===== src/rtl/csdst_pkg.sv =====
`default_nettype none

package csdst_pkg;

   localparam int ADDR_W = 5;

   // request command codes
   localparam logic [1:0] CMD_PUT     = 2'd0;
   localparam logic [1:0] CMD_FILL    = 2'd1;
   localparam logic [1:0] CMD_REFRESH = 2'd2;
   localparam logic [1:0] CMD_READ    = 2'd3;

   // register indexes (byte address / 4)
   localparam logic [2:0] REG_CLIP_LEFT   = 3'd0;
   localparam logic [2:0] REG_CLIP_RIGHT  = 3'd1;
   localparam logic [2:0] REG_CLIP_TOP    = 3'd2;
   localparam logic [2:0] REG_CLIP_BOTTOM = 3'd3;
   localparam logic [2:0] REG_LAST_ROW    = 3'd4;

   localparam logic [6:0] CLIP_LEFT_RST   = 7'd0;
   localparam logic [6:0] CLIP_RIGHT_RST  = 7'd127;
   localparam logic [4:0] CLIP_TOP_RST    = 5'd0;
   localparam logic [4:0] CLIP_BOTTOM_RST = 5'd31;
   localparam logic [4:0] LAST_ROW_RST    = 5'd31;

   typedef enum logic [1:0] {
      KIND_SPAN = 2'd0,
      KIND_DONE = 2'd1,
      KIND_READ = 2'd2
   } kind_type;

   typedef struct packed {
      logic [6:0] clip_left;
      logic [6:0] clip_right;
      logic [4:0] clip_top;
      logic [4:0] clip_bottom;
      logic [4:0] last_row;
   } cfg_type;

   typedef struct packed {
      logic     load_req;
      logic     put_commit;
      logic     fill_step;
      logic     dirty_rd_scan;
      logic     scan_next;
      logic     clear_step;
      logic     emit;
      kind_type emit_kind;
   } ctrl_cmd_type;

   typedef struct packed {
      logic clear_done;
      logic fill_ok;
      logic fill_last;
      logic scan_dirty;
      logic scan_last;
      logic rsp_free;
   } ctrl_status_type;

endpackage

`default_nettype wire


===== src/rtl/csdst_regs.sv =====
`default_nettype none

module csdst_regs
   import csdst_pkg::*;
(
   input  wire logic              clock,
   input  wire logic              reset,
   input  wire logic              psel,
   input  wire logic              penable,
   input  wire logic              pwrite,
   input  wire logic [ADDR_W-1:0] paddr,
   input  wire logic [31:0]       pwdata,
   output logic      [31:0]       prdata,
   output logic                   pready,
   output cfg_type                cfg
);

   cfg_type    cfg_ff;
   cfg_type    cfg_in;
   logic [2:0] reg_idx;
   logic       wr_en;

   assign reg_idx = paddr[ADDR_W-1:2];
   assign wr_en   = psel && penable && pwrite;
   assign pready  = 1'b1;
   assign cfg     = cfg_ff;

   always_comb begin
      cfg_in = cfg_ff;
      if (wr_en) begin
         case (reg_idx)
            REG_CLIP_LEFT:   cfg_in.clip_left   = pwdata[6:0];
            REG_CLIP_RIGHT:  cfg_in.clip_right  = pwdata[6:0];
            REG_CLIP_TOP:    cfg_in.clip_top    = pwdata[4:0];
            REG_CLIP_BOTTOM: cfg_in.clip_bottom = pwdata[4:0];
            REG_LAST_ROW:    cfg_in.last_row    = pwdata[4:0];
            default:         cfg_in = cfg_ff;
         endcase
      end
   end

   always_comb begin
      case (reg_idx)
         REG_CLIP_LEFT:   prdata = 32'(cfg_ff.clip_left);
         REG_CLIP_RIGHT:  prdata = 32'(cfg_ff.clip_right);
         REG_CLIP_TOP:    prdata = 32'(cfg_ff.clip_top);
         REG_CLIP_BOTTOM: prdata = 32'(cfg_ff.clip_bottom);
         REG_LAST_ROW:    prdata = 32'(cfg_ff.last_row);
         default:         prdata = 32'd0;
      endcase
   end

   always_ff @(posedge clock) begin
      if (reset) begin
         cfg_ff.clip_left   <= CLIP_LEFT_RST;
         cfg_ff.clip_right  <= CLIP_RIGHT_RST;
         cfg_ff.clip_top    <= CLIP_TOP_RST;
         cfg_ff.clip_bottom <= CLIP_BOTTOM_RST;
         cfg_ff.last_row    <= LAST_ROW_RST;
      end else begin
         cfg_ff <= cfg_in;
      end
   end

endmodule

`default_nettype wire


===== config.mk =====
export PLATFORM = sky130hd
export DESIGN_NAME = csdst_regs
export DESIGN_NICKNAME = d
export VERILOG_FILES = /design/src/rtl/csdst_pkg.sv /design/src/rtl/csdst_regs.sv
export SDC_FILE = /design/constraint.sdc
export NUM_CORES = 1
export LEC_CHECK = 0
export ABC_AREA = 1
export BUFFER_PORTS_ARGS = -buffer_cell sky130_fd_sc_hd__buf_4
export CORE_MARGIN = 5
export CORE_UTILIZATION = 43
export DETAILED_ROUTE_END_ITERATION = 7
export PLACE_DENSITY = 0.8
export SLEW_MARGIN = 30
export SYNTH_ARGS = -nofsm -noshare
export SYNTH_HDL_FRONTEND = slang
export SYNTH_SLANG_ARGS = --single-unit

===== constraint.sdc =====
create_clock -name clock -period 1.1 [get_ports clock]
set_input_delay 0.11 -clock clock [delete_from_list [all_inputs] [get_ports clock]]
set_output_delay 0.11 -clock clock [all_outputs]
set_load 0.05 [all_outputs]

==> flow_metrics.py, run 1 <==
metrics = {
    "final_layout": {
        "drive_gt1_share_pct": 42.9,
        "area_growth_pct": 44.6,
        "antenna-diode-count": 0,
        "fin_util_pct": 65.4,
        "layout.nets": 374,
        "largest_reg_flops": 29,
        "final_cells": 381,
    },
    "clocking": {
        "cts_root_buffer": "clkbuf_8",
        "cts_tree": "done",
        "clk_latency_ns": 0.28,
        "htree_levels": 2,
        "clock-sinks": 29,
        "clk_path_buf_depth": 2,
        "clkTransAtPathRegs_ns": 0.07,
        "numCtsBuffers": 5,
    },
    "setup_path": {
        "reg2reg_from": "cfg[26]$_SDFFE_PP0P_",
        "crit_fanout": 2,
        "required_ns": 0.99,
        "critical_path_class": "reg2out",
        "worstSetupStartpointType": "register",
        "cp_data_arrival_time_ns": 1.09,
        "r2r-end": "cfg[26]$_SDFFE_PP0P_",
        "reg2reg_slack_ns": 0.38,
        "end_kind": "output port",
        "crit_path_end": "prdata[4]",
        "rr_worst_depth": 3,
        "worstSetupStartpoint": "cfg[14]$_SDFFE_PP0P_",
    },
    "synthesis": {
        "synth.distinct_cells": 18,
        "synth_common_cells": "nand2_1, nand3_1, nor2_1",
        "ys_seq_area_share_pct": 34.6,
        "ys_top_cells_by_area": "dfxtp_1, nand2_1, buf_4, nand3_1, nor2_1",
        "synth_area_leader_cell": "dfxtp_1",
        "synth_edf_count": 0,
        "synth_warnings": 0,
        "yosysMostFrequentCell": "nand2_1",
        "synth_seq_cells": 29,
        "syn_area_per_cell_sq_um": 6.56,
        "yosys.area.top_type_share_pct": 34.6,
        "ys.flop_type": "dfxtp_1",
        "syn_area_sq_um": 1680,
        "synthCells": 256,
        "async_reset_ff_share_pct": 0,
    },
    "floorplan": {
        "rows": 22,
        "die_w_microns": 72.5,
        "initial_utilization_pct": 45.2,
        "dieArea_sq_um": 5250,
        "die_h_microns": 72.5,
        "pin_count": 104,
        "coreArea_sq_um": 3720,
    },
    "job": {
        "drv_cap": 0,
    },
    "place": {
        "place_ws_ns": -0.0914,
        "io_buffers": 50,
        "dpl.hpwl_microns": 3320,
        "place_congestion": 0.826,
        "dp.cells": 356,
    },
    "run_status": {
        "status": "complete, but fails checks",
        "violations": "negative setup slack",
    },
    "power": {
        "ir_drop_uv": 753,
        "p_leak_nw": 1.29,
        "switching_power_uw": 942,
        "intPower_mw": 1.70,
        "netSwitchingFraction_pct": 35.7,
        "clkPwrFrac_pct": 32.4,
        "p_comb_share_pct": 26.9,
        "power_density_nw_per_um2": 1090,
        "pwr-share-seq_pct": 40.7,
    },
    "sta": {
        "setup_viol": 5,
        "rsz0062_at_grt": "yes",
        "fin_crit_sh_pct": 109,
        "fmax_mhz": 832,
        "skew_ns": 0,
        "hold_viol_final": 0,
        "whs_ns": 0.0426,
        "layout_setup_ws_ns": -0.101,
        "period_minus_slack_ns": 1.20,
        "maxSlewViolCount": 0,
    },
    "drt": {
        "wl_per_cell_microns": 12.0,
        "routed_wl_microns": 4590,
        "vias": 1764,
        "drtAntennaViolNets": 0,
        "drc": 0,
        "dr.first_iter.drc_count": 134,
        "first_pass_iters": 4,
        "avgViaCountPerCell": 4.63,
    },
    "global_route": {
        "grt_usage_pct": 17.7,
        "grt_pass1_vias": 1601,
        "grt_max_degree": 30,
        "grt_pass1_wl_microns": 7260,
        "antenna_found_initial": 0,
        "grt-ovfl-total": 0,
    },
    "worst_hold_path": {
        "worstHoldPathType": "in2reg",
    },
}
## critical path, stage by stage, from the launching register on
cell and delay [ns]:
dfxtp_2 0.32, nand4_1 0.07, nand2_1 0.06, nor2_1 0.12, nand2_2 0.08, buf_8 0.15
## area by class of cell
type                       instances  area [sq um]
clock buffer                       5          68.8
clock inverter                     3          17.5
fill                             326          1290
inverter                          24          90.1
multi-input combinational        194           911
sequential                        29           617
tap                               48          60.1
timing repair buffer              78           664
## worst min path at each step
stage,start,to,depth (start not counted)
6_report,pwdata[5],cfg[20]$_SDFFE_PP1P_,3
5_1_grt,pwdata[5],cfg[20]$_SDFFE_PP1P_,3
4_1_cts,pwdata[6],cfg[21]$_SDFFE_PP1P_,3
3_5_place_dp,pwdata[5],cfg[20]$_SDFFE_PP1P_,3
3_3_place_gp,pwdata[6],cfg[21]$_SDFFE_PP1P_,3
2_1_floorplan,pwdata[0],cfg[0]$_SDFFE_PP1P_,2
## logic make-up after synthesis
| kind of cell | synth area share [%] |
|---|---|
| simple gates | 45.2 |
| buf+inv | 19.8 |
| flops | 34.6 |
| other cells | 0.447 |
## layout by cell type, fill, tap and decap left out, types with 5 or more instances in the layout
| master | count |
|---|---|
| nand2_1 | 74 |
| nand3_1 | 32 |
| nand2_2 | 8 |
| nand4_1 | 6 |
| nor2_2 | 7 |
| nor2_1 | 30 |
| clkbuf_8 | 5 |
| inv_1 | 22 |
| buf_4 | 68 |
| dfxtp_2 | 29 |
| nand3_2 | 6 |
| conb_1 | 26 |
## per-layer routing
layer,track usage (%),wire length (microns),vias to the layer above
li1,-,-,890
met1,22.1,1760,779
met2,28.7,2200,87
met3,4.57,550,8
met4,7.38,77,0
met5,0,0,-
## metrics by stage
stage / power, mW / TNS (ns) / instance area, sq um
floorplan: 1.65 / -0.0584 / 1820
global placement: 1.74 / -0.142 / 2130
detailed placement: 1.75 / -0.190 / 2130
CTS: 2.64 / -0.526 / 2370
global route: 2.75 / -0.693 / 2430
finish: 2.64 / -0.352 / 2430
## power by group through the flow
stage	Clock, mW	Combinational [mW]	Sequential [mW]
floorplan	0	0.500	1.15
global placement	0	0.641	1.10
detailed placement	0	0.645	1.10
CTS	0.873	0.691	1.08
global route	0.918	0.752	1.08
finish	0.856	0.709	1.08
## repair_timing
item	in CTS	in global routing
endpoints found under the hold margin	0	0
setup endpoints to repair	7	7
buffers inserted	13	4
gates resized for setup	14	10
pin swaps	20	17
hold buffers	0	0
(Power assumes the default switching activity.)
==> run 2, diff against run 1 <==
Settings changed: SETUP_SLACK_MARGIN from default to 0.05.
Clock period 1.1 ns to 1.3 ns, I/O delays scaled along.
==> run 2 against run 1 <==
- via count fell by 1.8%
- highest routed layer unchanged
- cell area fell by 7.0%
- sequential power fell by 16%
- critical endpoint is now prdata[0]
- clock skew did not move
- the run now ends clean
- final cell count fell by 3.4%
- combinational power fell by 22%
- hold slack improved by 0.018 ns
==> flow_metrics.py, run 2 (synthesis results as in run 1) <==
metrics = {
    "power": {
        "switching_power_uw": 763,
        "intPower_mw": 1.66,
        "p_total_mw": 2.42,
        "clkPwrFrac_pct": 39.4,
        "p_leak_nw": 1.22,
        "pwr-share-seq_pct": 37.6,
        "power_density_nw_per_um2": 1070,
        "p_comb_share_pct": 22.9,
        "netSwitchingFraction_pct": 31.5,
        "ir_drop_uv": 769,
    },
    "sta": {
        "fmax_mhz": 819,
        "setup_viol": 0,
        "fin_crit_sh_pct": 93.9,
        "whs_ns": 0.0610,
        "hold_viol_final": 0,
        "skew_ns": 0,
        "setup_tns_ns": 0,
        "maxSlewViolCount": 0,
        "rsz0062_at_grt": "yes",
        "layout_setup_ws_ns": 0.0788,
        "period_minus_slack_ns": 1.22,
    },
    "setup_path": {
        "end_kind": "output port",
        "required_ns": 1.17,
        "cp_data_arrival_time_ns": 1.09,
        "worstSetupStartpointType": "register",
        "rr_worst_depth": 2,
        "reg2reg_slack_ns": 0.70,
        "critical_path_class": "reg2out",
        "crit_fanout": 3,
        "r2r-end": "cfg[13]$_SDFFE_PP0P_",
        "reg2reg_from": "cfg[13]$_SDFFE_PP0P_",
    },
    "clocking": {
        "clock-sinks": 29,
        "clk_latency_ns": 0.27,
        "numCtsBuffers": 5,
        "cts_root_buffer": "clkbuf_8",
        "htree_levels": 2,
        "postCtsHoldBufs": 0,
        "clkTransAtPathRegs_ns": 0.07,
        "clk_path_buf_depth": 2,
        "cts_tree": "done",
    },
    "drt": {
        "drc": 0,
        "avgViaCountPerCell": 4.71,
        "routed_wl_microns": 4620,
        "first_pass_iters": 4,
        "wl_per_cell_microns": 12.6,
        "drtAntennaViolNets": 0,
        "vias": 1733,
        "dr.first_iter.drc_count": 158,
    },
    "floorplan": {
        "rows": 22,
        "initial_utilization_pct": 45.2,
        "coreArea_sq_um": 3720,
        "pin_count": 104,
        "die_w_microns": 72.5,
        "dieArea_sq_um": 5250,
        "die_h_microns": 72.5,
    },
    "place": {
        "place_ws_ns": 0.103,
        "dpl.hpwl_microns": 3380,
        "io_buffers": 50,
        "place_congestion": 0.854,
        "post_dp_cell_area_sq_um": 2030,
        "dp.cells": 351,
    },
    "final_layout": {
        "layout.nets": 361,
        "largest_reg_flops": 29,
        "final_common_cell": "nand2_1",
        "antenna-diode-count": 0,
        "mostFrequentLayoutCells": "nand2_1, buf_4, nand3_1, nor2_1, conb_1",
        "area_growth_pct": 34.6,
        "fin_area_sq_um": 2260,
        "final_cells": 368,
        "drive_gt1_share_pct": 34.7,
        "fin_util_pct": 60.8,
    },
    "global_route": {
        "grt_max_degree": 30,
        "grt_usage_pct": 17.0,
        "grt-ovfl-total": 0,
        "grt_pass1_vias": 1499,
        "antenna_found_initial": 0,
        "grt_pass1_wl_microns": 6910,
    },
    "run_status": {
        "status": "completed",
    },
    "worst_hold_path": {
        "holdPathStages": 3,
        "holdPathEnd": "cfg[21]$_SDFFE_PP1P_",
        "min_from": "pwdata[6]",
        "worstHoldPathType": "in2reg",
    },
    "job": {
        "drv_cap": 0,
    },
}
[run 2: worst max-delay path by stage]
stage / from / to / slack (ns) / cells past startpoint
3_5_place_dp: paddr[2] / prdata[2] / 0.10 / 9
2_1_floorplan: cfg[22]$_SDFFE_PP0P_ / prdata[0] / -0.02 / 4
3_3_place_gp: paddr[4] / prdata[0] / 0.11 / 9
5_1_grt: cfg[16]$_SDFFE_PP1P_ / prdata[1] / -0.009 / 5
6_report: cfg[5]$_SDFFE_PP1P_ / prdata[0] / 0.08 / 5
4_1_cts: cfg[12]$_SDFFE_PP0P_ / prdata[2] / 0.06 / 5
[run 2: cell type report]
cell class / instances / area, sq um
Tap cell: 48 / 60.1
Multi-Input combinational cell: 194 / 878
Clock buffer: 7 / 86.3
Clock inverter: 1 / 30.0
Sequential cell: 29 / 608
Inverter: 24 / 90.1
Fill cell: 352 / 1460
Timing Repair Buffer: 65 / 507
[run 2: repair_timing]
item / CTS / global route
resized for setup: 1 / 11
endpoints found under the setup margin: 1 / 6
pin swaps: 0 / 16
endpoints found under the hold margin: 0 / 0
buffers inserted: 0 / 9
[run 2: routing by layer]
layer / share of wire (%) / GRT usage [%]
met5: 0 / 0
met4: 1.1 / 5.53
met3: 12 / 6.51
met2: 47 / 26.9
met1: 40 / 21.2
[run 2: power by group through the flow]
stage | combinational (mW) | sequential, mW | clock [mW]
6_report | 0.556 | 0.912 | 0.955
5_1_grt | 0.588 | 0.913 | 1.01
4_1_cts | 0.526 | 0.911 | 0.974
3_5_place_dp | 0.522 | 0.931 | 0
3_3_place_gp | 0.516 | 0.931 | 0
2_1_floorplan | 0.418 | 0.970 | 0
[run 2: worst max-delay path, cell delays in order, from the launching register on]
cell and delay, ns:
dfxtp_2 0.35, nand4_1 0.09, nand2_1 0.09, nor2_1 0.04, nand2_1 0.09, buf_6 0.17
