[config.mk]
export PLATFORM = sky130hd
export DESIGN_NAME = csdst_ctrl
export DESIGN_NICKNAME = d
export VERILOG_FILES = /design/src/rtl/csdst_pkg.sv /design/src/rtl/csdst_ctrl.sv
export SDC_FILE = /design/constraint.sdc
export NUM_CORES = 1
export LEC_CHECK = 0
export BUFFER_PORTS_ARGS = -buffer_cell sky130_fd_sc_hd__buf_4
export CAP_MARGIN = 5
export CORE_MARGIN = 10
export CORE_UTILIZATION = 40
export CTS_CLUSTER_SIZE = 10
export DETAILED_ROUTE_END_ITERATION = 6
export GPL_TIMING_DRIVEN = 0
export PLACE_DENSITY_LB_ADDON = 0.15
export RECOVER_POWER = 50
export REMOVE_ABC_BUFFERS = 1
export SETUP_SLACK_MARGIN = 0.05
export SLEW_MARGIN = 20
export SYNTH_ARGS = -nofsm -noshare
export SYNTH_HDL_FRONTEND = slang
export SYNTH_SLANG_ARGS = --single-unit
export TNS_END_PERCENT = 1
[constraint.sdc]
create_clock -name clock -period 3.8 [get_ports clock]
set_input_delay 0.19 -clock clock [delete_from_list [all_inputs] [get_ports clock]]
set_output_delay 0.19 -clock clock [all_outputs]
set_load 0.02 [all_outputs]
[src/rtl/csdst_pkg.sv]
`default_nettype none

package csdst_pkg;

   localparam int ADDR_W = 5;

   // request command codes
   localparam logic [1:0] CMD_PUT     = 2'd0;
   localparam logic [1:0] CMD_FILL    = 2'd1;
   localparam logic [1:0] CMD_REFRESH = 2'd2;
   localparam logic [1:0] CMD_READ    = 2'd3;

   // register indexes (byte address / 4)
   localparam logic [2:0] REG_CLIP_LEFT   = 3'd0;
   localparam logic [2:0] REG_CLIP_RIGHT  = 3'd1;
   localparam logic [2:0] REG_CLIP_TOP    = 3'd2;
   localparam logic [2:0] REG_CLIP_BOTTOM = 3'd3;
   localparam logic [2:0] REG_LAST_ROW    = 3'd4;

   localparam logic [6:0] CLIP_LEFT_RST   = 7'd0;
   localparam logic [6:0] CLIP_RIGHT_RST  = 7'd127;
   localparam logic [4:0] CLIP_TOP_RST    = 5'd0;
   localparam logic [4:0] CLIP_BOTTOM_RST = 5'd31;
   localparam logic [4:0] LAST_ROW_RST    = 5'd31;

   typedef enum logic [1:0] {
      KIND_SPAN = 2'd0,
      KIND_DONE = 2'd1,
      KIND_READ = 2'd2
   } kind_type;

   typedef struct packed {
      logic [6:0] clip_left;
      logic [6:0] clip_right;
      logic [4:0] clip_top;
      logic [4:0] clip_bottom;
      logic [4:0] last_row;
   } cfg_type;

   typedef struct packed {
      logic     load_req;
      logic     put_commit;
      logic     fill_step;
      logic     dirty_rd_scan;
      logic     scan_next;
      logic     clear_step;
      logic     emit;
      kind_type emit_kind;
   } ctrl_cmd_type;

   typedef struct packed {
      logic clear_done;
      logic fill_ok;
      logic fill_last;
      logic scan_dirty;
      logic scan_last;
      logic rsp_free;
   } ctrl_status_type;

endpackage

`default_nettype wire

[src/rtl/csdst_ctrl.sv]
`default_nettype none

module csdst_ctrl
   import csdst_pkg::*;
(
   input  wire logic       clock,
   input  wire logic       reset,
   input  wire logic       req_valid,
   input  wire logic [1:0] req_command,
   output logic            req_ready,
   input  ctrl_status_type status,
   output ctrl_cmd_type    cmd
);

   typedef enum logic [7:0] {
      ST_CLEAR   = 8'b0000_0001,
      ST_IDLE    = 8'b0000_0010,
      ST_PUT     = 8'b0000_0100,
      ST_FILL    = 8'b0000_1000,
      ST_SCAN_RD = 8'b0001_0000,
      ST_SCAN_EV = 8'b0010_0000,
      ST_DONE    = 8'b0100_0000,
      ST_READ    = 8'b1000_0000
   } state_type;

   state_type state_ff;
   state_type state_in;

   always_comb begin
      state_in  = state_ff;
      cmd       = '0;
      req_ready = 1'b0;
      case (state_ff)
         ST_CLEAR: begin
            cmd.clear_step = 1'b1;
            if (status.clear_done) begin
               state_in = ST_IDLE;
            end
         end
         ST_IDLE: begin
            req_ready = 1'b1;
            if (req_valid) begin
               cmd.load_req = 1'b1;
               case (req_command)
                  CMD_PUT:     state_in = ST_PUT;
                  CMD_FILL:    state_in = ST_FILL;
                  CMD_REFRESH: state_in = ST_SCAN_RD;
                  CMD_READ:    state_in = ST_READ;
                  default:     state_in = ST_IDLE;
               endcase
            end
         end
         ST_PUT: begin
            cmd.put_commit = 1'b1;
            state_in = ST_IDLE;
         end
         ST_FILL: begin
            cmd.fill_step = 1'b1;
            if (!status.fill_ok || status.fill_last) begin
               state_in = ST_IDLE;
            end
         end
         ST_SCAN_RD: begin
            cmd.dirty_rd_scan = 1'b1;
            state_in = ST_SCAN_EV;
         end
         ST_SCAN_EV: begin
            // a dirty row waits for the result slot; a clean one just moves on
            if (!status.scan_dirty || status.rsp_free) begin
               cmd.emit      = status.scan_dirty;
               cmd.emit_kind = KIND_SPAN;
               cmd.scan_next = 1'b1;
               state_in = status.scan_last ? ST_DONE : ST_SCAN_RD;
            end
         end
         ST_DONE: begin
            if (status.rsp_free) begin
               cmd.emit      = 1'b1;
               cmd.emit_kind = KIND_DONE;
               state_in = ST_IDLE;
            end
         end
         ST_READ: begin
            if (status.rsp_free) begin
               cmd.emit      = 1'b1;
               cmd.emit_kind = KIND_READ;
               state_in = ST_IDLE;
            end
         end
         default: begin
            state_in = ST_IDLE;
         end
      endcase
   end

   always_ff @(posedge clock) begin
      if (reset) begin
         state_ff <= ST_CLEAR;
      end else begin
         state_ff <= state_in;
      end
   end

endmodule

`default_nettype wire

==> results by stage, run 1 <==
Timing:
- For the pin with the worst max-slew slack, the measured transition is 0.801 ns.
- The minimum clock period is between 2 and 2.5 ns.
- The final count of pins violating max slew is 0.
- The number of failing setup endpoints in the final timing report is 0.
- The number of endpoints with negative hold slack in the final report is 0.
- In the final timing run, aggregate negative setup slack is 0 ns.
- The final period utilization is 0.588.
- The upper clock frequency limit is 448 MHz.
- Setup repair after global routing left no endpoint under its margin.
- The clock skew is 0.00245 ns.
- Headroom to the max-slew limit came out at 0.461.

Worst setup path:
- The last element of the critical path is cmd[2].
- In this run the register-to-register setup slack is 1.73 ns.
- The worst register-to-register path begins at state_ff[6].
- The critical path capture point type is an output pin.
- The signal on the critical path passes through nor4_1 > nand3_1 > inv_1 > a22oi_1 > nor2b_1 > buf_4.
- The total buffers and inverters traversed by the critical path is 2.
- At the worst endpoint, the required time is approximately 3.6 ns.
- On the worst path, the slowest cell contributes a delay of 0.73 ns.
- The largest fanout on the critical path is 6.
- The number of cells on the worst reg-to-reg path is 5.
- The endpoint identified for the worst register-to-register timing path is state_ff[3].
- The worst setup path is launched from a register.
- The slowest cell on the critical path is sky130_fd_sc_hd__nor4_1.
- Grouping stages by cell kind, the critical path spends the most delay in simple AND/OR/NAND/NOR gates.
- The launching instance or port of the critical path is state_ff[6].
- The critical path is of the reg2out type.
- The logic depth of the worst setup path including buffers is 6.
- Data arrives at the worst endpoint at 2.04 ns.

Synth:
- The mean instance size in the synthesized netlist is 8.25 µm².
- The largest total area in the synthesized netlist belongs to sky130_fd_sc_hd__dfxtp_1.
- Counting flops with an async set or reset pin after synthesis yields a share of 0.
- The synthesized netlist contains 29 unique library cells.
- The cell area after synthesis is 569 µm².
- Yosys mapped a number of flops with a built-in enable equal to 0.
- The leading register cell type out of synthesis is sky130_fd_sc_hd__dfxtp_1.
- Ranked by instance count, the synthesized netlist is headed by sky130_fd_sc_hd__dfxtp_1 (8), sky130_fd_sc_hd__nor2_1 (8), sky130_fd_sc_hd__nand2_1 (6).
- The proportion of netlist area held by the largest area contributor is 0.281.
- Synthesis produced a little under 70 cells.
- The sequential-to-total area share from yosys stat is 0.281.
- The total of flip-flops plus latches after synthesis is 8.
- The count of warnings emitted by yosys is 0.
- In the post-synthesis netlist, the biggest area contributors are sky130_fd_sc_hd__dfxtp_1 (28%), sky130_fd_sc_hd__nor2_1 (5.3%), sky130_fd_sc_hd__nor3b_1 (5.3%).

Clocking:
- The number of buffers on the longest clock path is 2.
- The clock latency at the later pin of the worst-skew pair is ~0.25 ns.
- The quantity of gates resized following cts is 0.
- Buffers inserted to repair hold after CTS numbered 0.
- Clock-pin slew was measured on the worst setup and hold paths at 0.05 ns.
- The TritonCTS clock tree is yes.
- The clock net in this run drives a total of 8 sinks.
- The buffers inserted during post-CTS setup optimization is 0.
- Clock tree synthesis inserted a total of 3 buffers.
- The library cell used as clock root buffer is sky130_fd_sc_hd__clkbuf_4.
- CTS built an H-tree with a depth of 1.

Placed design:
- The number of buffer cells added on primary ports is 20.
- At the end of routability-driven placement, the weighted congestion stood at 0.728.
- Detailed placement finished with a half-perimeter wire length of 1.16 mm.

Floorplanning:
- The count of standard-cell rows is 13.
- In this run the standard cell core region covers 1320 µm².
- The die is around 58 µm tall.
- For this configuration, the core starts out at a cell density of 0.432.
- The floorplan step set the die width to 57.7 µm.
- The floorplan step defined a die boundary enclosing between 3000 and 4000 µm².
- The count of boundary I/O pins is 21.

Power and ir drop:
- The total power per unit cell area is 288 nW/µm².
- The internal portion of total power is 147 µW.
- The switching component of the power is 60.4 µW.
- The peak supply drop is 173 µV.
- The fraction of power consumed by the clock network is 0.315.
- The standby leakage power is between 0.0003 and 0.0004 µW.
- Of the total power, the share spent switching nets is 0.292.
- Of the total power, combinational logic draws 0.240.
- The power share of the sequential group is 0.445.

Cells and area:
- Ranked by flip-flop count, first place goes to state_ff.
- The fraction of layout instances using a drive strength above 1 is 0.308.
- 0 antenna diodes ended up in the layout.
- Measured on the finished design, the core utilization comes to 0.546.
- The relative area change from synthesis to final layout is 26.4%.
- The number of flip-flops in the largest register is 8.
- At the end of the flow, the number of nets in the layout was ~100.
- The largest registers in the layout are state_ff x8.

Min path:
- The worst hold path belongs to the class in2reg.

GRT:
- The via count of the first global-routing pass is 543.
- For this run the aggregate overflow at the end of global routing stands at 0.
- The global-route wire length before repair is between 2 and 2.5 mm.
- The initial antenna violation count is 0.
- The global routing usage summed across all routing layers is 0.0826.
- Entering global routing, the biggest net connects 11 pins.

Drt:
- In this run, the number of DRC markers left after iteration 0 of detailed routing was 20.
- The number of detailed-route iterations in the first pass is 4.
- The count of nets left with antenna violations once routing finished came out at 0.
- After detailed routing, the number of vias per cell comes to 5.54.
- For this run, design rule violations remaining after detail routing come to 0.
- For this block, the routed nets add up to between 1 and 1.5 mm of wire.
- In the final routed layout, each cell accounts on average for about 14 µm.
- The via count is slightly below 600.

Job:
- Max-cap violations in this run came to 0.

Run status:
- The flow ran to the end, and the final reports show no timing, DRC or antenna violations.
## routing by layer
| layer | vias to the layer above | GRT usage | share of wire |
|---|---|---|---|
| met2 | 24 | 0.121 | 0.43 |
| met5 | - | 0 | 0 |
| li1 | 297 | - | - |
| met4 | 0 | 0.0403 | 0.019 |
| met3 | 5 | 0.0392 | 0.083 |
| met1 | 261 | 0.0978 | 0.47 |
## cell type report
cell class	instances	area, µm²
timing repair buffer	20	150
inverter	5	18.8
sequential	8	160
fill	136	598
multi-input combinational	55	349
tap	15	18.8
clock buffer	3	22.5
## cell families (layout without fill, tap and decap cells)
group / count (synthesis) / after routing / share of synthesized area
buffers and inverters: 6 / 28 / 0.0418
flip-flops: 8 / 8 / 0.281
AO/OA/AOI/OAI: 10 / 10 / 0.134
AND/OR/NAND/NOR: 44 / 44 / 0.527
XOR/XNOR: 1 / 1 / 0.0154
## power groups by stage
stage	sequential [µW]	clock, µW	combinational [µW]
4_1_cts	93.4	68.0	53.9
2_1_floorplan	93.8	0	33.1
6_report	92.1	65.2	49.7
3_5_place_dp	95.2	0	53.8
5_1_grt	92.8	73.7	55.2
3_3_place_gp	95.2	0	52.9
## worst reg2reg max path, cell delays in order (launching register included)
cell and delay, ns:
sky130_fd_sc_hd__dfxtp_1 0.37, sky130_fd_sc_hd__nor4_1 0.73, sky130_fd_sc_hd__nand4b_1 0.21, sky130_fd_sc_hd__nand4_1 0.35
sky130_fd_sc_hd__nor2_1 0.09, sky130_fd_sc_hd__a31o_2 0.21
## cell usage in the layout, fill, tap and decap left out
master / Yosys / layout
sky130_fd_sc_hd__a211oi_1: 1 / 1
sky130_fd_sc_hd__a21o_1: 1 / 1
sky130_fd_sc_hd__a21oi_1: 3 / 3
sky130_fd_sc_hd__a22oi_1: 1 / 1
sky130_fd_sc_hd__a31o_2: 2 / 2
sky130_fd_sc_hd__a32oi_1: 1 / 1
sky130_fd_sc_hd__and2_0: 0 / 1
sky130_fd_sc_hd__and2_1: 3 / 2
sky130_fd_sc_hd__and4b_1: 2 / 2
sky130_fd_sc_hd__and4b_2: 1 / 1
sky130_fd_sc_hd__buf_4: 0 / 20
sky130_fd_sc_hd__clkbuf_4: 0 / 3
sky130_fd_sc_hd__dfxtp_1: 8 / 8
sky130_fd_sc_hd__inv_1: 5 / 5
sky130_fd_sc_hd__nand2_1: 6 / 6
sky130_fd_sc_hd__nand2b_1: 2 / 2
sky130_fd_sc_hd__nand3_1: 1 / 1
sky130_fd_sc_hd__nand4_1: 2 / 3
sky130_fd_sc_hd__nand4b_1: 3 / 3
sky130_fd_sc_hd__nor2_1: 8 / 8
sky130_fd_sc_hd__nor2_2: 1 / 1
sky130_fd_sc_hd__nor2b_1: 3 / 3
sky130_fd_sc_hd__nor3_1: 2 / 2
sky130_fd_sc_hd__nor3b_1: 4 / 4
sky130_fd_sc_hd__nor4_1: 0 / 2
sky130_fd_sc_hd__nor4b_1: 1 / 1
sky130_fd_sc_hd__o211ai_2: 1 / 1
sky130_fd_sc_hd__or3_1: 2 / 2
sky130_fd_sc_hd__xor2_1: 1 / 1
## worst min-delay path by stage
stage	depth (start not counted)	from	to	slack, ns
after floorplan	1	reset	state_ff[1]	0.26
after global placement	2	reset	state_ff[1]	0.43
after detailed placement	2	reset	state_ff[1]	0.42
after CTS	2	reset	state_ff[1]	0.16
after global routing	2	reset	state_ff[1]	0.16
final	2	reset	state_ff[1]	0.16
## through the flow
stage	total power [µW]	hold slack [ns]	cell area [µm²]	worst slack, ns	std cells
finish	207	0.161	719	1.57	106
global placement	148	0.427	733	2.11	103
global route	222	0.158	719	1.35	106
floorplan	127	0.259	564	2.10	68
CTS	215	0.158	756	1.85	106
detailed placement	149	0.425	733	2.12	103
No activity file was read; power rests on OpenSTA's default activity.
==> inputs of run 2 (changes only) <==
==> constraint.sdc (replaced) <==
create_clock -name clock -period 1.91 [get_ports clock]
set_input_delay 0.0955 -clock clock [delete_from_list [all_inputs] [get_ports clock]]
set_output_delay 0.0955 -clock clock [all_outputs]
set_load 0.02 [all_outputs]
==> run 2 against run 1 <==
Effect of this change:
- setup slack lost 1.4 ns
- core utilization grew 3.3 points
- register-to-register slack lost 1.6 ns
- clock power grew 99%
- final cell count grew 0.94%
- sequential power grew 100%
- worst hold slack lost 0.093 ns
- sequential cell count is the same
- via count is the same
- critical path depth is the same
- clock-buffer cell count is the same
- largest power group unchanged
==> results by stage, run 2 (synthesis gave the netlist of run 1 again) <==
Power and ir drop:
- The fraction of power consumed by the clock network was 0.305 (-0.010).
- The power share of the sequential group is 0.439 (-0.006).
- The power share of the combinational group is 0.255 (+0.015).
- The total power per unit cell area is 556 nW/µm² (+93%).
- The internal portion of total power was 300 µW (+100%).
- The peak supply drop is 349 µV (+100%).
- The switching component of the power is 125 µW (+110%).
- The standby leakage power is 0.000329 µW (+2.5%).
- The proportion of total power due to net switching is 0.294 (+0.00194).

Floorplanning:
- The standard cell core area is 1320 µm² (unchanged).
- The effective utilization at floorplan is 0.432 (unchanged).
- The width of the die was 57.7 µm (unchanged).
- The count of standard-cell rows is 13 (unchanged).
- The total die area is 3330 µm² (unchanged).
- The count of boundary I/O pins is 21 (unchanged).
- The vertical die dimension was 57.7 µm (unchanged).

Cells and area:
- The final standard cell count with taps included and fillers excluded is 107 (+0.94%).
- The number of flip-flops in the largest register was 8 (unchanged).
- The fraction of layout instances using a drive strength above 1 is 0.359 (+0.0510).
- The footprint of the flip-flops and latches is 160 µm² (unchanged).
- The number of antenna diodes is 0 (unchanged).
- The area of all placed cells without fillers was 763 µm² (+6.1%).
- The footprint of the multi-input gates is 393 µm² (+13%).
- Leaving out fill and tap cells, the most frequent cell in the layout is sky130_fd_sc_hd__buf_4.
- Compared with the post-synthesis result, the final layout area differs by 34.1%.
- The filler cell count came to 130 (-4.4%).
- The library cells used most frequently in the layout, excluding fill and tap cells, are sky130_fd_sc_hd__buf_4 (19), sky130_fd_sc_hd__nor2_1 (8), sky130_fd_sc_hd__dfxtp_1 (8).
- In the final layout, the registers with the most flip-flops are state_ff x8.
- The net count reported at finish is 105 (+0.96%).
- The largest register by flop count is state_ff.

Timing:
- The actual transition at the worst max-transition pin is 0.391 ns (-0.410 ns).
- The sum of negative setup slack is 0 ns (unchanged).
- The number of failing setup endpoints in the final timing report is 0 (unchanged).
- After layout, the minimum clock period comes to between 1.5 and 2 ns.
- The clock skew is 0.00247 ns (+0.0000253 ns).
- The final count of pins violating max slew is 0 (unchanged).
- The worst slew margin relative to its limit came to 0.736 (+0.275).
- The final period utilization is 0.927.
- The upper clock frequency limit is 565 MHz.
- Setup repair after global routing could not meet its margin everywhere.
- The number of endpoints with negative hold slack in the final report is 0 (unchanged).

Worst setup path:
- The worst endpoint required time came to 1.81 ns (-1.80 ns).
- The arrival time of data at the critical path endpoint is 1.68 ns (-0.36 ns).
- The critical path start-end classification is reg2out.
- The worst setup path is launched from a register.
- The length in cells of the worst reg-to-reg path is 5 (unchanged).
- The largest fanout on the critical path is 7 (+1).
- The critical path capture point type is an output pin.

Min path:
- The worst hold path class is in2reg.
- The hold path depth is 2 (unchanged).

Drt:
- The via count was 587 (unchanged).
- The routed length per placed instance is 13.9 µm (+2.3%).
- The remaining antenna violation count after routing is 0 (unchanged).
- The number of remaining DRC errors was 0 (unchanged).
- The initial detailed-routing violation count is 17 (-15%).
- The wire length after detailed routing is 1.49 mm (+3.3%).
- The number of detailed-route iterations in the first pass came to 4 (unchanged).
- The average vias per placed instance was 5.49 (-0.93%).

GRT:
- The global routing usage summed across all routing layers came to 0.0835 (+0.000870).
- The global-route wire length before repair was 2.29 mm (+1.2%).
- The leftover overflow at the end of global routing is 0 (unchanged).
- The maximum number of pins on one net before global-route repair is 11 (unchanged).
- The via count of the first global-routing pass is 547 (+0.74%).
- The initial antenna violation count is 0 (unchanged).

Clocking:
- The library cell used as clock root buffer is sky130_fd_sc_hd__clkbuf_4.
- The H-tree depth reported by CTS came to 1 (unchanged).
- The count of hold-fix buffers inserted at cts is 0 (unchanged).
- The number of clock buffers inserted by TritonCTS is 3 (unchanged).
- The clock input transition at the sequential cells of the worst setup and hold paths came to 0.05 ns (about the same).
- The TritonCTS clock tree is yes.
- The clock sink total was 8 (unchanged).
- The clock latency at the later pin of the worst-skew pair is 0.25 ns (about the same).
- The number of buffers on the longest clock path is 2 (unchanged).

Job:
- The count of maximum capacitance violations was 0 (unchanged).

Placed design:
- The number of buffer cells added on primary ports is 20 (unchanged).
- The weighted congestion reported at the end of routability-driven placement came to 0.728 (unchanged).
- The number of cells in the design after placement is 103 (unchanged).
- The HPWL after detailed placement is 1.16 mm (unchanged).
- The post-detailed-placement cell area is 733 µm² (unchanged).

Run status:
- The flow ran to the end, and the final reports show no timing, DRC or antenna violations.
run 2: cell count changes in the layout (fill, tap and decap cells not counted), sizes merged:
cell,delta
clkbuf,+2
buf,-1
run 2: path summary, 6_finish.rpt:
path / from / end / slack (ns)
max reg2reg: state_ff[6] / state_ff[1] / 0.17
max: state_ff[1] / cmd[2] / 0.14
min: reset / state_ff[1] / 0.07
min reg2reg: state_ff[1] / state_ff[1] / 0.56
run 2: final cells by class:
type,instances,area share
well taps,15,0.0246
clock buffers,3,0.0295
repair buffers,21,0.197
inverters,5,0.0246
flip-flops and latches,8,0.210
multi-input cells,55,0.515
run 2: power by group through the flow:
stage	logic (µW)	registers, µW	clock network (µW)
global route	119	188	147
finish	108	186	130
detailed placement	107	189	0
floorplan	65.9	187	0
global placement	105	189	0
CTS	108	186	135
run 2: worst max-delay path: stages (launching register included):
cell                      delay, ns
sky130_fd_sc_hd__dfxtp_1       0.38
sky130_fd_sc_hd__nor4_4        0.43
sky130_fd_sc_hd__nand3_1       0.18
sky130_fd_sc_hd__inv_1         0.11
sky130_fd_sc_hd__a22oi_1       0.07
sky130_fd_sc_hd__nor2b_1       0.11
sky130_fd_sc_hd__buf_4         0.14
run 2: what timing repair did:
action	CTS	global route
endpoints found under the setup margin	1	4
setup buffers	0	1
resized for setup	1	4
pin swaps	0	3
run 2: stage by stage:
step	util	setup WS (ns)	hold slack (ns)	power (µW)
2_1_floorplan	-	0.304	0.165	253
3_3_place_gp	0.557	0.289	0.332	295
3_5_place_dp	0.557	0.282	0.330	296
4_1_cts	0.580	0.109	0.0632	429
5_1_grt	0.579	0.0266	0.0637	454
6_report	0.579	0.139	0.0683	424
run 2: per-layer routing:
metal	global-route usage	wire length, µm	up-vias
li1	-	-	302
met1	0.100	710	261
met2	0.121	637	19
met3	0.0392	112	5
met4	0.0403	27	0
met5	0	0	-
==> inputs of run 3 (changes only) <==
==> constraint.sdc (replaced) <==
create_clock -name clock -period 2.2 [get_ports clock]
set_input_delay 0.11 -clock clock [delete_from_list [all_inputs] [get_ports clock]]
set_output_delay 0.11 -clock clock [all_outputs]
set_load 0.02 [all_outputs]
==> run 3 against run 2 <==
Effect of this change:
- via count shrank 0.68%
- clock skew is essentially flat
- wire length shrank 3.2%
- first-iteration DRC count shrank 18%
- register-to-register slack gained 0.30 ns
- total power shrank 15%
- global-route usage shrank 0.087 points
- setup slack gained 0.19 ns
- core utilization shrank 2.3 points
- critical path type unchanged
- critical endpoint is now cmd[8]
==> results by stage, run 3 (synthesis gave the netlist of run 1 again) <==
Timing:
- The number of endpoints with negative hold slack in the final report came to 0 (unchanged).
- The upper clock frequency limit is 536 MHz.
- The number of failing setup endpoints in the final timing report came to 0 (unchanged).
- Dividing the final minimum period by the clock period gives 0.848.
- The clock skew was 0.00259 ns (+0.000116 ns).
- The final count of pins violating max slew is 0 (unchanged).
- The minimum clock period is roughly 1.9 ns.
- The worst slew margin relative to its limit is 0.710 (-0.0255).
- The sum of negative setup slack is 0 ns (unchanged).
- The actual transition at the worst max-transition pin is 0.431 ns (+0.0402 ns).
- Setup repair after global routing left no endpoint under its margin.

Power and ir drop:
- The standby leakage power is 0.000317 µW (-3.7%).
- The proportion of total power due to net switching is 0.295 (+0.000676).
- The fraction of power consumed by the clock network is 0.311 (+0.006).
- The internal portion of total power came to 255 µW (-15%).
- The power share of the sequential group is 0.446 (+0.007).
- The sum of internal, switching and leakage power was 362 µW (-15%).
- The total power per unit cell area was 494 nW/µm² (-11%).
- The switching component of the power was 107 µW (-14%).
- The peak supply drop is 301 µV (-14%).
- The power share of the combinational group came to 0.243 (-0.012).

Placed design:
- The weighted congestion reported at the end of routability-driven placement is 0.728 (unchanged).
- The number of buffer cells added on primary ports is 20 (unchanged).
- The number of cells in the design after placement is 103 (unchanged).
- The HPWL after detailed placement is 1.16 mm (unchanged).

Drt:
- The remaining antenna violation count after routing is 0 (unchanged).
- The routed length per placed instance is 13.6 µm (-2.3%).
- The number of detailed-route iterations in the first pass is 4 (unchanged).
- The via count came to 583 (-0.68%).
- The number of remaining DRC errors is 0 (unchanged).
- The initial detailed-routing violation count came to 14 (-3).
- The wire length after detailed routing was 1.44 mm (-3.2%).
- The average vias per placed instance is 5.50 (+0.26%).

Floorplanning:
- The width of the die is 57.7 µm (unchanged).
- The standard cell core area was 1320 µm² (unchanged).
- The total die area came to 3330 µm² (unchanged).
- The count of boundary I/O pins came to 21 (unchanged).
- The vertical die dimension is 57.7 µm (unchanged).
- The count of standard-cell rows is 13 (unchanged).
- The effective utilization at floorplan is 0.432 (unchanged).

Run status:
- The run finished with clean final reports.

Clocking:
- The H-tree depth reported by CTS is 1 (unchanged).
- The number of buffers on the longest clock path was 2 (unchanged).
- The clock input transition at the sequential cells of the worst setup and hold paths is 0.05 ns (about the same).
- The quantity of gates resized following cts is 0 (-1).
- The buffers inserted during post-CTS setup optimization is 0 (unchanged).
- TritonCTS built the clock tree.
- The number of clock buffers inserted by TritonCTS is 3 (unchanged).
- The clock sink total is 8 (unchanged).
- The clock latency at the later pin of the worst-skew pair is 0.25 ns (about the same).
- The library cell used as clock root buffer is sky130_fd_sc_hd__clkbuf_4.
- The count of hold-fix buffers inserted at cts is 0 (unchanged).

Cells and area:
- The fraction of layout instances using a drive strength above 1 is 0.308 (-0.0510).
- The number of antenna diodes is 0 (unchanged).
- The leading cell type in the layout, fill and taps excluded is sky130_fd_sc_hd__buf_4.
- The footprint of the flip-flops and latches is 160 µm² (unchanged).
- The final standard cell count with taps included and fillers excluded is 106 (-0.93%).
- The footprint of the multi-input gates is 370 µm² (-5.7%).
- The largest registers in the layout are state_ff x8.
- The top cell types in the final layout, fill and taps aside, are sky130_fd_sc_hd__buf_4 (18), sky130_fd_sc_hd__nor2_1 (8), sky130_fd_sc_hd__dfxtp_1 (8).
- The largest register by flop count is state_ff.
- The number of flip-flops in the largest register was 8 (unchanged).
- The post-layout utilization of the core came to 0.557 (-0.0228).
- The filler cell count is 131 (+0.77%).
- The area growth from synthesis to layout is 28.8%.
- The net count reported at finish is 104 (-0.95%).

Worst setup path:
- The critical path is of the reg2out type.
- The worst setup path is launched from a register.
- The critical path capture point type is an output pin.
- The largest fanout on the critical path was 7 (unchanged).
- The arrival time of data at the critical path endpoint is 1.76 ns (+0.08 ns).
- The worst endpoint required time is 2.09 ns (+0.28 ns).

Job:
- The count of maximum capacitance violations is 0 (unchanged).

GRT:
- The via count of the first global-routing pass is 543 (-0.73%).
- The global routing usage summed across all routing layers is 0.0826 (-0.000870).
- The global-route wire length before repair was 2.26 mm (-1.2%).
- The initial antenna violation count is 0 (unchanged).
- The maximum number of pins on one net before global-route repair is 11 (unchanged).
- The leftover overflow at the end of global routing was 0 (unchanged).

Min path:
- The worst hold path class is in2reg.
==> run 3: per-layer routing <==
layer,global-route usage,wire (µm),vias to the layer above
li1,-,-,299
met1,0.0978,654,257
met2,0.121,632,22
met3,0.0392,125,5
met4,0.0403,27,0
met5,0,0,-
==> run 3: power groups by stage <==
| stage | Clock, µW | Combinational (µW) | Sequential [µW] |
|---|---|---|---|
| 4_1_cts | 117 | 93.1 | 161 |
| 3_5_place_dp | 0 | 92.9 | 164 |
| 2_1_floorplan | 0 | 57.2 | 162 |
| 5_1_grt | 127 | 97.4 | 162 |
| 3_3_place_gp | 0 | 91.4 | 164 |
| 6_report | 113 | 88.0 | 161 |
==> run 3: metrics by stage <==
stage / hold slack [ns] / instance area (µm²) / setup WS, ns
after floorplan: 0.179 / 564 / 0.579
after CTS: 0.0777 / 756 / 0.325
after global placement: 0.347 / 733 / 0.579
after global routing: 0.0782 / 733 / 0.127
after detailed placement: 0.345 / 733 / 0.572
final: 0.0812 / 733 / 0.334
==> run 3: critical path: stages, from the launching register on <==
cell and delay [ns]:
sky130_fd_sc_hd__dfxtp_1 0.34, sky130_fd_sc_hd__nor4_2 0.46, sky130_fd_sc_hd__and4b_1 0.41, sky130_fd_sc_hd__and2_1 0.16
sky130_fd_sc_hd__buf_4 0.13
==> run 3: area by class of cell <==
cell class                      instances  share of cell area
Clock buffer                            3              0.0307
Multi-Input combinational cell         55               0.505
Tap cell                               15              0.0256
Inverter                                5              0.0256
Timing Repair Buffer                   20               0.195
Sequential cell                         8               0.218
==> run 3: final timing paths <==
kind / startpoint / end / slack (ns) / depth (start not counted)
worst max-delay path: state_ff[2] / cmd[8] / 0.33 / 4
worst min-delay path: reset / state_ff[1] / 0.08 / 2
worst max register to register: state_ff[6] / state_ff[3] / 0.47 / 5
worst min register to register: state_ff[1] / state_ff[1] / 0.56 / 2
